**config.mk**
```make
export PLATFORM = sky130hd
export DESIGN_NAME = button_click_long_press_qualifier
export DESIGN_NICKNAME = d
export VERILOG_FILES = /design/src/rtl/bclp_pkg.sv /design/src/rtl/bclp_front.sv /design/src/rtl/bclp_queue.sv /design/src/rtl/bclp_back.sv /design/src/rtl/button_click_long_press_qualifier.sv
export SDC_FILE = /design/constraint.sdc
export NUM_CORES = 1
export LEC_CHECK = 0
export BUFFER_PORTS_ARGS = -buffer_cell sky130_fd_sc_hd__buf_2
export CAP_MARGIN = 5
export CORE_MARGIN = 3
export CORE_UTILIZATION = 53
export DETAILED_ROUTE_END_ITERATION = 16
export PLACE_DENSITY = 0.79
export REMOVE_ABC_BUFFERS = 1
export SYNTH_ARGS = -nofsm -noshare
export SYNTH_HDL_FRONTEND = slang
export SYNTH_HIERARCHICAL = 1
export SYNTH_SLANG_ARGS = --single-unit
```
**constraint.sdc**
```tcl
create_clock -name clk_i -period 7.1 [get_ports clk_i]
set_input_delay 0 -clock clk_i [delete_from_list [all_inputs] [get_ports clk_i]]
set_output_delay 0 -clock clk_i [all_outputs]
set_load 0.1 [all_outputs]
```
**src/rtl/bclp_pkg.sv**
```systemverilog
// Package for the button click and long-press qualifier.
// Holds shared widths, button codes, register map and the queue entry type.
// No dependencies.
package bclp_pkg;

  localparam int unsigned TS_W  = 40;
  localparam int unsigned LPT_W = 24;
  localparam int unsigned SN_W  = 3;
  localparam int unsigned AGR_W = 3;
  localparam int unsigned BTN_W = 2;

  localparam int unsigned Q_DEPTH = 2;
  localparam int unsigned Q_PTR_W = 1;
  localparam int unsigned Q_CNT_W = 2;

  localparam logic [AGR_W-1:0] AGREE_MAX = 3'd4;

  localparam logic [BTN_W-1:0] BTN_NONE  = 2'd0;
  localparam logic [BTN_W-1:0] BTN_LEFT  = 2'd1;
  localparam logic [BTN_W-1:0] BTN_RIGHT = 2'd2;

  localparam logic [LPT_W-1:0] LPT_RESET = 24'd500000;
  localparam logic [SN_W-1:0]  SN_RESET  = 3'd2;

  localparam logic REG_LPT = 1'b0;
  localparam logic REG_SN  = 1'b1;

  localparam int unsigned PADDR_W = 3;
  localparam int unsigned PDATA_W = 32;

  typedef struct packed {
    logic             valid;
    logic [BTN_W-1:0] bits;
  } bclp_evt_t;

endpackage

```
**src/rtl/bclp_front.sv**
```systemverilog
// Front end: debounces the raw level and classifies each poll into a click event.
// Depends on bclp_pkg.
module bclp_front (
  input  logic                           clk_i,
  input  logic                           rst_ni,
  input  logic                           accept_i,
  input  logic                           raw_level_i,
  input  logic [bclp_pkg::TS_W-1:0]      now_us_i,
  input  logic                           link_ready_i,
  input  logic [bclp_pkg::LPT_W-1:0]     long_press_time_i,
  input  logic [bclp_pkg::SN_W-1:0]      stable_needed_i,
  output bclp_pkg::bclp_evt_t            push_o
);

  logic                          last_raw_q, last_raw_d;
  logic [bclp_pkg::AGR_W-1:0]    agree_q, agree_d;
  logic                          prev_stable_q, prev_stable_d;
  logic                          armed_q, armed_d;
  logic [bclp_pkg::TS_W-1:0]     stamp_q, stamp_d;

  logic                          stable;
  logic                          press_edge;
  logic                          release_edge;
  logic                          armed_eff;
  logic [bclp_pkg::TS_W-1:0]     stamp_eff;
  logic [bclp_pkg::TS_W-1:0]     held;
  logic                          long_hit;
  logic                          fire_right;
  logic                          fire_left;

  always_comb begin
    if (raw_level_i == last_raw_q) begin
      agree_d = (agree_q < bclp_pkg::AGREE_MAX) ? agree_q + 3'd1 : agree_q;
    end else begin
      agree_d = '0;
    end
    last_raw_d   = raw_level_i;
    stable       = (agree_d >= stable_needed_i) ? raw_level_i : prev_stable_q;
    press_edge   = prev_stable_q & ~stable;
    release_edge = ~prev_stable_q & stable;
    armed_eff    = armed_q | press_edge;
    stamp_eff    = press_edge ? now_us_i : stamp_q;
    held         = now_us_i - stamp_eff;
    long_hit     = held >= {{(bclp_pkg::TS_W-bclp_pkg::LPT_W){1'b0}}, long_press_time_i};
    fire_right   = armed_eff & ~stable & long_hit;
    fire_left    = release_edge & armed_q;

    armed_d = armed_eff;
    if (fire_right || release_edge) begin
      armed_d = 1'b0;
    end
    stamp_d       = stamp_eff;
    prev_stable_d = stable;

    push_o.valid = accept_i & link_ready_i & (fire_right | fire_left);
    push_o.bits  = fire_right ? bclp_pkg::BTN_RIGHT : bclp_pkg::BTN_LEFT;
  end

  always_ff @(posedge clk_i or negedge rst_ni) begin
    if (!rst_ni) begin
      last_raw_q    <= 1'b1;
      agree_q       <= '0;
      prev_stable_q <= 1'b1;
      armed_q       <= 1'b0;
      stamp_q       <= '0;
    end else if (accept_i) begin
      last_raw_q    <= last_raw_d;
      agree_q       <= agree_d;
      prev_stable_q <= prev_stable_d;
      armed_q       <= armed_d;
      stamp_q       <= stamp_d;
    end
  end

endmodule

```
**src/rtl/bclp_queue.sv**
```systemverilog
// Two-entry event queue between the classifier and the report sequencer.
// Depends on bclp_pkg.
module bclp_queue (
  input  logic                       clk_i,
  input  logic                       rst_ni,
  input  bclp_pkg::bclp_evt_t        push_i,
  input  logic                       pop_i,
  output bclp_pkg::bclp_evt_t        head_o,
  output logic                       full_o,
  output logic [bclp_pkg::Q_CNT_W-1:0] count_o
);

  logic [bclp_pkg::BTN_W-1:0]   entry_q [bclp_pkg::Q_DEPTH];
  logic [bclp_pkg::Q_PTR_W-1:0] wr_ptr_q, rd_ptr_q;
  logic [bclp_pkg::Q_CNT_W-1:0] count_q, count_d;
  logic                         do_push, do_pop;

  always_comb begin
    do_pop  = pop_i & (count_q != '0);
    do_push = push_i.valid & (count_q != bclp_pkg::Q_CNT_W'(bclp_pkg::Q_DEPTH));
    count_d = count_q + bclp_pkg::Q_CNT_W'(do_push) - bclp_pkg::Q_CNT_W'(do_pop);
    head_o.valid = count_q != '0;
    head_o.bits  = entry_q[rd_ptr_q];
    full_o  = count_q == bclp_pkg::Q_CNT_W'(bclp_pkg::Q_DEPTH);
    count_o = count_q;
  end

  always_ff @(posedge clk_i) begin
    if (do_push) begin
      entry_q[wr_ptr_q] <= push_i.bits;
    end
  end

  always_ff @(posedge clk_i or negedge rst_ni) begin
    if (!rst_ni) begin
      wr_ptr_q <= '0;
      rd_ptr_q <= '0;
      count_q  <= '0;
    end else begin
      if (do_push) begin
        wr_ptr_q <= wr_ptr_q + 1'b1;
      end
      if (do_pop) begin
        rd_ptr_q <= rd_ptr_q + 1'b1;
      end
      count_q <= count_d;
    end
  end

endmodule

```
**src/rtl/bclp_back.sv**
```systemverilog
// Report sequencer: turns each queued event into a press report and a release report.
// Depends on bclp_pkg.
module bclp_back (
  input  logic                       clk_i,
  input  logic                       rst_ni,
  input  bclp_pkg::bclp_evt_t        head_i,
  output logic                       pop_o,
  output logic                       out_valid_o,
  input  logic                       out_stall_i,
  output logic [bclp_pkg::BTN_W-1:0] button_bits_o,
  output logic                       final_report_o
);

  logic                       valid_q, valid_d;
  logic [bclp_pkg::BTN_W-1:0] bits_q, bits_d;
  logic                       final_q, final_d;
  logic                       advance;

  always_comb begin
    advance = ~valid_q | ~out_stall_i;
    valid_d = valid_q;
    bits_d  = bits_q;
    final_d = final_q;
    pop_o   = 1'b0;
    if (advance) begin
      if (valid_q && !final_q) begin
        valid_d = 1'b1;
        bits_d  = bclp_pkg::BTN_NONE;
        final_d = 1'b1;
      end else if (head_i.valid) begin
        pop_o   = 1'b1;
        valid_d = 1'b1;
        bits_d  = head_i.bits;
        final_d = 1'b0;
      end else begin
        valid_d = 1'b0;
      end
    end
  end

  always_ff @(posedge clk_i or negedge rst_ni) begin
    if (!rst_ni) begin
      valid_q <= 1'b0;
      final_q <= 1'b0;
    end else begin
      valid_q <= valid_d;
      final_q <= final_d;
    end
  end

  always_ff @(posedge clk_i) begin
    bits_q <= bits_d;
  end

  assign out_valid_o    = valid_q;
  assign button_bits_o  = bits_q;
  assign final_report_o = final_q;

endmodule

```
**src/rtl/button_click_long_press_qualifier.sv**
```systemverilog
// Top level of the button click and long-press qualifier.
// Depends on bclp_pkg, bclp_front, bclp_queue and bclp_back.
//
//   channel | handshake               | payload
//   poll in | in_valid_i / in_stall_o | raw_level_i, now_us_i, link_ready_i
//   report  | out_valid_o/out_stall_i | button_bits_o, final_report_o
//   config  | psel/penable/pwrite     | paddr, pwdata, prdata
//
// A poll is classified in the cycle it is accepted; one poll per cycle
// while in_stall_o is low. A click yields a press report and then a release
// report from the output register; out_stall_i holds the current report.
// in_stall_o rises only when the two-entry event queue is full.
// Reset clears debounce state, the queue and the output register.
module button_click_long_press_qualifier (
  input  logic                             clk_i,
  input  logic                             rst_ni,
  input  logic                             in_valid_i,
  output logic                             in_stall_o,
  input  logic                             raw_level_i,
  input  logic [bclp_pkg::TS_W-1:0]        now_us_i,
  input  logic                             link_ready_i,
  output logic                             out_valid_o,
  input  logic                             out_stall_i,
  output logic [bclp_pkg::BTN_W-1:0]       button_bits_o,
  output logic                             final_report_o,
  input  logic                             psel,
  input  logic                             penable,
  input  logic                             pwrite,
  input  logic [bclp_pkg::PADDR_W-1:0]     paddr,
  input  logic [bclp_pkg::PDATA_W-1:0]     pwdata,
  output logic [bclp_pkg::PDATA_W-1:0]     prdata,
  output logic                             pready
);

  logic [bclp_pkg::LPT_W-1:0]   lpt_q;
  logic [bclp_pkg::SN_W-1:0]    sn_q;
  logic                         cfg_wr;
  logic                         in_accept;
  logic                         pop;
  logic                         q_full;
  logic [bclp_pkg::Q_CNT_W-1:0] q_count;
  bclp_pkg::bclp_evt_t          push;
  bclp_pkg::bclp_evt_t          head;

  assign pready    = 1'b1;
  assign cfg_wr    = psel & penable & pwrite;
  assign in_stall_o = q_full;
  assign in_accept = in_valid_i & ~q_full;

  always_ff @(posedge clk_i or negedge rst_ni) begin
    if (!rst_ni) begin
      lpt_q <= bclp_pkg::LPT_RESET;
      sn_q  <= bclp_pkg::SN_RESET;
    end else if (cfg_wr) begin
      if (paddr[2] == bclp_pkg::REG_LPT) begin
        lpt_q <= pwdata[bclp_pkg::LPT_W-1:0];
      end else begin
        sn_q <= pwdata[bclp_pkg::SN_W-1:0];
      end
    end
  end

  always_comb begin
    if (paddr[2] == bclp_pkg::REG_LPT) begin
      prdata = {{(bclp_pkg::PDATA_W-bclp_pkg::LPT_W){1'b0}}, lpt_q};
    end else begin
      prdata = {{(bclp_pkg::PDATA_W-bclp_pkg::SN_W){1'b0}}, sn_q};
    end
  end

  bclp_front u_front (
    .clk_i             (clk_i),
    .rst_ni            (rst_ni),
    .accept_i          (in_accept),
    .raw_level_i       (raw_level_i),
    .now_us_i          (now_us_i),
    .link_ready_i      (link_ready_i),
    .long_press_time_i (lpt_q),
    .stable_needed_i   (sn_q),
    .push_o            (push)
  );

  bclp_queue u_queue (
    .clk_i   (clk_i),
    .rst_ni  (rst_ni),
    .push_i  (push),
    .pop_i   (pop),
    .head_o  (head),
    .full_o  (q_full),
    .count_o (q_count)
  );

  bclp_back u_back (
    .clk_i          (clk_i),
    .rst_ni         (rst_ni),
    .head_i         (head),
    .pop_o          (pop),
    .out_valid_o    (out_valid_o),
    .out_stall_i    (out_stall_i),
    .button_bits_o  (button_bits_o),
    .final_report_o (final_report_o)
  );

  a_release_is_none: assert property (@(posedge clk_i) disable iff (!rst_ni)
    out_valid_o && final_report_o |-> button_bits_o == bclp_pkg::BTN_NONE)
    else $error("release report carries button bits");

  a_press_then_release: assert property (@(posedge clk_i) disable iff (!rst_ni)
    out_valid_o && !out_stall_i && !final_report_o |=> out_valid_o && final_report_o)
    else $error("press report not followed by release");

  a_queue_bound: assert property (@(posedge clk_i) disable iff (!rst_ni)
    q_count <= bclp_pkg::Q_CNT_W'(bclp_pkg::Q_DEPTH))
    else $error("event queue overflow");

  a_no_push_when_full: assert property (@(posedge clk_i) disable iff (!rst_ni)
    q_full |-> !push.valid)
    else $error("event pushed into full queue");

endmodule

```
# After elaboration in Yosys (flattened, before gate mapping)

Memory sizes are Yosys's and may differ from the RTL's. A register that Yosys moved wholly into a read port is not among the register bits.
Cells that the tools add are included.

Register bits: 79
RAM bits: 4
Input bits: 84
Output and inout bits: 38
Word-level logic and storage cells: 69
Memories: 1

Memory list:

| name            | words | bits a word | read ports | clocked after memory_dff | write ports | RTL line         | text |
|---|---|---|---|---|---|---|---|
| u_queue.entry_q | 2     | 2           | 1          | 1                        | 1           | bclp_queue.sv:13 | `logic [bclp_pkg::BTN_W-1:0] entry_q [bclp_pkg::Q_DEPTH];` |

Add/subtract/negate cells: 6
$lt $le $gt $ge: 3
Equality and inequality tests: 3
Muxes and demuxes: 15
Bitwise operators: 21
Reductions and logical operators: 8

Operator list:

| kind                                                           | number |
|---|---|
| 40-bit by 24-bit greater-or-equal comparator with 1-bit output | 1 |
| 40-bit 2-to-1 mux                                              | 1 |
| 40-bit subtractor                                              | 1 |
| 24-bit 2-to-1 mux                                              | 1 |
| 1-bit bitwise AND                                              | 12 |
| 1-bit 2-to-1 mux                                               | 10 |
| 3-bit 2-to-1 mux                                               | 2 |
| 1-bit NOT                                                      | 6 |
| 2-bit AND reduction                                            | 3 |
| 2-bit nonzero test                                             | 2 |
| 3-bit by 1-bit adder with 3-bit output, second input constant  | 1 |
| 3-bit greater-or-equal comparator                              | 1 |
| 3-bit < comparator, second input constant                      | 1 |
| 1-bit OR                                                       | 3 |
| 1-bit adder, second input constant                             | 2 |
| 2-bit by 1-bit adder with 2-bit output                         | 1 |
| 2-bit equality test, second input constant                     | 1 |
| 2-bit 2-to-1 mux                                               | 1 |
| 2-bit != test, second input constant                           | 1 |
| 2-bit by 1-bit subtractor with 2-bit output                    | 1 |
| 1-bit equality test                                            | 1 |
| 1-bit logical AND                                              | 1 |
| 1-bit zero test                                                | 1 |
| 1-bit logical OR                                               | 1 |

# Logic depth before layout (Yosys ltp)

Depth after elaboration: 16
Mapped depth: 40
Mapped depth without buffers: 39

# Hierarchy

The synthesis kept the hierarchy.

By module, submodules not included:

| module                            | times used | cells an instance | area an instance (µm²) | seq. area each (µm²) |
|---|---|---|---|---|
| bclp_front                        | 1          | 701               | 5491.5                 | 1153.6 |
| button_click_long_press_qualifier | 1          | 97                | 1382.6                 | 685.7 |
| bclp_queue                        | 1          | 24                | 347.8                  | 220.2 |
| bclp_back                         | 1          | 14                | 178.9                  | 110.1 |

# Worst setup path before layout

No wires, ideal clock.

Kind: reg2reg
From: reg u_front/agree_q[0] (netlist name)
To: reg u_queue.count_q (netlist bit u_queue/count_o[1])
Setup time: 80 ps
Data arrival time: 7036 ps
Required time: 7020 ps
Slack: -16 ps
Stages on the path, launching flop included: 37
Path buffers: 1
Period minus slack after synthesis: 7116 ps
Cells stage by stage: dfrtp_1 > ha_1 > mux2i_1 > nor2_1 > ha_1 > nand2_1 > o21a_1 > nor2_1 > buf_1 > mux2i_1 > fa_1 > a21oi_1 > o221ai_1 > a311o_2 > nand3_1 > nand2_1 > a21boi_0 > o21ai_0 > a21oi_1 > xnor2_1 > ha_1 > and4_1 > a221oi_1 > nor2_1 > a2111oi_2 > o211ai_1 > nor3_2 > nand3_1 > nor4_2 > o311ai_1 > o2111a_1 > nand2_1 > ha_1 > inv_1 > ha_1 > xnor2_1 > xnor2_1

RTL lines:

| item                   | RTL line         | text |
|---|---|---|
| from (decl)            | bclp_front.sv:16 | `logic [bclp_pkg::AGR_W-1:0] agree_q, agree_d;` |
| from (signal assigned) | bclp_front.sv:68 | `agree_q <= agree_d;` |
| to (signal assigned)   | bclp_queue.sv:46 | `count_q <= count_d;` |
| to (decl)              | bclp_queue.sv:15 | `logic [bclp_pkg::Q_CNT_W-1:0] count_q, count_d;` |

==> impl_metrics.xml <==
<?xml version="1.0" encoding="UTF-8"?>
<metrics>
  <group name="timing">
    <metric name="finalHoldViolations" unit="">0</metric>
    <metric name="slew-limit-headroom" unit="%">31.4</metric>
    <metric name="hold_ws" unit="ps">5.85</metric>
    <metric name="finalCriticalPeriod" unit="ps">6930</metric>
    <metric name="slew_violations" unit="">0</metric>
    <metric name="rsz0062_at_grt" unit="">yes</metric>
    <metric name="timing_worst_slew_pin_value" unit="ps">1030</metric>
    <metric name="timing.final.setup_violations" unit="">0</metric>
    <metric name="fmaxAchievable" unit="MHz">144</metric>
    <metric name="fin_tns_setup" unit="ps">0</metric>
    <metric name="min_period_over_period" unit="%">97.6</metric>
    <metric name="finalClockSkew" unit="ps">9.57</metric>
  </group>
  <group name="global_routing">
    <metric name="grt_max_degree" unit="">80</metric>
    <metric name="grt_remaining_overflow" unit="">0</metric>
    <metric name="grt_pass1_wl" unit="mm">31.0</metric>
    <metric name="initial_antenna_violation_count" unit="">0</metric>
    <metric name="via_count_of_the_first_global_routing_pass" unit="">6405</metric>
    <metric name="global_route.usage.total" unit="%">25.4</metric>
  </group>
  <group name="setup_path">
    <metric name="cp_slowest_cell" unit="">sky130_fd_sc_hd__dfrtp_1</metric>
    <metric name="critical_path_endpoint_category" unit="">flop</metric>
    <metric name="critical_path_class" unit="">reg2reg</metric>
    <metric name="critPathLaunch" unit="">u_front/agree_q[0]</metric>
    <metric name="critical_path.max_fanout" unit="">5</metric>
    <metric name="critical_path.startpoint_type" unit="">flop</metric>
    <metric name="cpPeakStageDelay" unit="ps">380</metric>
    <metric name="cp.buffers_inverters" unit="">3</metric>
    <metric name="cp.required" unit="ps">7380</metric>
    <metric name="arrival" unit="ps">7210</metric>
    <metric name="cp_common_cell" unit="">sky130_fd_sc_hd__ha_1</metric>
    <metric name="cp_top_family" unit="">compound AO/OA/AOI/OAI gates</metric>
    <metric name="timing.rr.start" unit="">u_front/agree_q[0]</metric>
  </group>
  <group name="synth">
    <metric name="synth_most_common_cell" unit="">sky130_fd_sc_hd__a21oi_1</metric>
    <metric name="synth-seq-area-share" unit="%">29.3</metric>
    <metric name="synth-seq-cells" unit="">85</metric>
    <metric name="cell_type_with_the_largest_total_area_after_synthesis" unit="">sky130_fd_sc_hd__dfrtp_1</metric>
    <metric name="synth_enable_flop_cells" unit="">6</metric>
    <metric name="yosysTopAreaCellShare" unit="%">23.3</metric>
    <metric name="ys_top_cells_by_count" unit="">sky130_fd_sc_hd__a21oi_1 (86), sky130_fd_sc_hd__nor2_1 (81), sky130_fd_sc_hd__dfrtp_1 (69), sky130_fd_sc_hd__ha_1 (66), sky130_fd_sc_hd__nand2_1 (60)</metric>
    <metric name="syn_area_per_cell" unit="um2">8.85</metric>
    <metric name="postSynth.asyncResetShare" unit="%">92.9</metric>
    <metric name="yosys-top-cells-area" unit="">sky130_fd_sc_hd__dfrtp_1 (23%), sky130_fd_sc_hd__ha_1 (11%), sky130_fd_sc_hd__a21oi_1 (5.8%), sky130_fd_sc_hd__mux2i_1 (5.3%), sky130_fd_sc_hd__nor2_1 (4.1%)</metric>
    <metric name="synth_cells" unit="">836</metric>
    <metric name="yosysWarningCount" unit="">6</metric>
    <metric name="synth.distinct_cells" unit="">80</metric>
    <metric name="syn-cell-area" unit="mm2">0.00740</metric>
    <metric name="synth_top_flop_cell" unit="">sky130_fd_sc_hd__dfrtp_1</metric>
  </group>
  <group name="layout">
    <metric name="layout-drive-gt1-share" unit="%">29.0</metric>
    <metric name="fin_area" unit="mm2">0.00934</metric>
    <metric name="fin_nets" unit="">1169</metric>
    <metric name="finish.utilization" unit="%">69.4</metric>
    <metric name="final_cells" unit="">1199</metric>
    <metric name="antenna_cells" unit="">0</metric>
    <metric name="area_growth_syn_to_layout" unit="%">26.2</metric>
  </group>
  <group name="placed_design">
    <metric name="place_hpwl" unit="mm">14.3</metric>
    <metric name="placement.io_buffers" unit="">102</metric>
    <metric name="dp_cells" unit="">1141</metric>
    <metric name="routabilityCongestion" unit="">0.952</metric>
    <metric name="placement.cell_area" unit="mm2">0.00839</metric>
  </group>
  <group name="cts">
    <metric name="clock_sink_count" unit="">85</metric>
    <metric name="register_clock_pin_slew_on_the_reported_worst_setup_and_hold_paths" unit="ps">70</metric>
    <metric name="clk-insertion-delay-late" unit="ps">360</metric>
    <metric name="cts.path.max_buffers" unit="">2</metric>
    <metric name="tritoncts" unit="">yes</metric>
    <metric name="cts-buffers-inserted" unit="">9</metric>
    <metric name="cts.htree.levels" unit="">3</metric>
    <metric name="clk_root_buffer_cell" unit="">sky130_fd_sc_hd__clkbuf_16</metric>
  </group>
  <group name="power">
    <metric name="power.ir.vdd_worst" unit="V">0.000283</metric>
    <metric name="p_leak" unit="nW">4.34</metric>
    <metric name="power-per-cell-area" unit="mW/mm2">450</metric>
    <metric name="cell_internal_pwr" unit="W">0.00213</metric>
    <metric name="seqPwrFrac" unit="%">18.3</metric>
    <metric name="net_switching_power_of_the_design" unit="W">0.00207</metric>
    <metric name="p_sw_share" unit="%">49.3</metric>
    <metric name="p_clk_share" unit="%">11.2</metric>
    <metric name="combPwrFrac" unit="%">70.6</metric>
  </group>
  <group name="routing">
    <metric name="first_iter_violations" unit="">441</metric>
    <metric name="drtPass1Iterations" unit="">5</metric>
    <metric name="detail_route.wirelength" unit="mm">19.9</metric>
    <metric name="viasPerCell" unit="">5.75</metric>
    <metric name="antenna_violating_nets_post_route" unit="">0</metric>
    <metric name="routed-via-count" unit="">6894</metric>
    <metric name="drc" unit="">0</metric>
    <metric name="routedWlPerCell" unit="um">16.6</metric>
  </group>
  <group name="floorplan">
    <metric name="die_extent_in_x" unit="um">124</metric>
    <metric name="core_region_area" unit="mm2">0.0135</metric>
    <metric name="fp.dieArea" unit="mm2">0.0154</metric>
    <metric name="initial_cell_density_of_the_core" unit="%">55.0</metric>
    <metric name="floorplan.rows" unit="">42</metric>
    <metric name="die_y" unit="um">124</metric>
    <metric name="boundaryPins" unit="">122</metric>
  </group>
  <group name="hold_path">
    <metric name="min-delay-path-class" unit="">in2reg</metric>
    <metric name="min-delay-start" unit="">now_us_i[2]</metric>
  </group>
  <group name="status">
    <metric name="result_of_the_run" unit="">completed</metric>
  </group>
  <group name="run">
    <metric name="max_cap_viols" unit="">0</metric>
  </group>
</metrics>
-- worst paths after layout --
check / endpoint / slack, ps / cells past startpoint
max in group asynchronous: u_front/stamp_q[16] / 6060 / 2
min in group asynchronous: lpt_q[3] / 330 / 2
max: u_queue/count_o[1] / 170 / 38
min reg2reg: u_queue/wr_ptr_q / 500 / 1
max reg2reg: u_queue/count_o[1] / 170 / 38
min: u_front/stamp_q[2] / 6 / 3
-- cells by family after synthesis --
family	count (synthesis)	synth area share, %
buf+inv	85	5.49
simple gates	266	17.9
fa+ha+maj	69	11.7
mux	80	12.5
xor+xnor	36	4.26
flops	85	29.3
other cells	2	0.101
compound gates	213	18.7
-- state kept, by name, indices dropped and copies added (netlist names) --
signal,cells
u_queue/entry_q,4
u_queue/count_o,2
u_queue/wr_ptr_q,1
u_front/armed_q,1
lpt_q,24
u_back/out_valid_o,1
u_front/prev_stable_q,1
u_front/agree_q,3
u_queue/rd_ptr_q,1
sn_q,3
u_front/stamp_q,40
u_back/button_bits_o,2
u_back/final_report_o,1
u_front/last_raw_q,1
-- worst register-to-register path, delay by kind of cell, from the launching register on --
family	cells	cell delay [ps]
xor+xnor	3	410
buf+inv	3	380
compound gates	12	2240
mux	2	420
simple gates	12	1460
flops	1	380
fa+ha+maj	6	1570
-- cell type report --
type / count / area, um2
multi-input combinational: 673 / 5110
fill: 1055 / 4110
sequential: 85 / 2170
timing repair buffer: 204 / 1390
clock buffer: 9 / 225
tap: 176 / 220
inverter: 45 / 169
clock inverter: 7 / 61.3
-- placed cells by master (no fill, tap or decap), types with 5 or more instances in the layout --
cell type and n:
sky130_fd_sc_hd__edfxtp_1 6, sky130_fd_sc_hd__a21oi_1 81, sky130_fd_sc_hd__a31oi_1 9, sky130_fd_sc_hd__nand3_1 16, sky130_fd_sc_hd__xnor2_1 22, sky130_fd_sc_hd__mux2_2 21, sky130_fd_sc_hd__clkbuf_16 9, sky130_fd_sc_hd__a21o_1 18
sky130_fd_sc_hd__xor2_1 10, sky130_fd_sc_hd__and2_1 8, sky130_fd_sc_hd__nand4_1 14, sky130_fd_sc_hd__o21ai_1 5, sky130_fd_sc_hd__buf_4 66, sky130_fd_sc_hd__ha_1 63, sky130_fd_sc_hd__nor2_1 77, sky130_fd_sc_hd__buf_2 101
sky130_fd_sc_hd__dfstp_2 10, sky130_fd_sc_hd__conb_1 9, sky130_fd_sc_hd__mux2_4 20, sky130_fd_sc_hd__and3_1 8, sky130_fd_sc_hd__a21oi_2 6, sky130_fd_sc_hd__o211ai_1 8, sky130_fd_sc_hd__mux2i_1 32, sky130_fd_sc_hd__dfrtp_1 69
sky130_fd_sc_hd__inv_1 45, sky130_fd_sc_hd__o21a_1 9, sky130_fd_sc_hd__nor2b_1 28, sky130_fd_sc_hd__nand2_1 57, sky130_fd_sc_hd__dlygate4sd3_1 33, sky130_fd_sc_hd__nor4_1 6, sky130_fd_sc_hd__nor3_1 10, sky130_fd_sc_hd__nand2b_1 13
sky130_fd_sc_hd__o21ai_0 24
-- what timing repair did --
item | 4_1_cts | 5_1_grt
setup endpoints to repair | 1 | 7
hold endpoints to repair | 104 | 0
cloned | 0 | 0
hold buffers | 33 | 0
buffers inserted | 1 | 8
pin swaps | 1 | 33
gates resized for setup | 3 | 52
-- stage by stage --
| stage | worst slack [ps] | power, W |
|---|---|---|
| after floorplan | -1970 | 0.00270 |
| after global placement | 95.5 | 0.00338 |
| after detailed placement | -75.2 | 0.00343 |
| after CTS | 15.1 | 0.00396 |
| after global routing | -193 | 0.00452 |
| final | 171 | 0.00420 |
-- routing by layer --
layer | vias up | routed length (um) | track usage, %
met1 | 3255 | 8770 | 33.3
met3 | 40 | 1010 | 4.54
met4 | 0 | 456 | 8.49
li1 | 3370 | - | -
met2 | 229 | 9650 | 42.4
met5 | - | 0 | 0
-- power groups by stage --
stage	Combinational, W	Clock [W]	Sequential [W]
after CTS	0.00272	0.000479	0.000760
after floorplan	0.00189	0	0.000814
after detailed placement	0.00266	0	0.000767
after global placement	0.00262	0	0.000759
after global routing	0.00323	0.000497	0.000788
final	0.00297	0.000469	0.000767
Note: power is estimated with default switching activity, not from simulation.
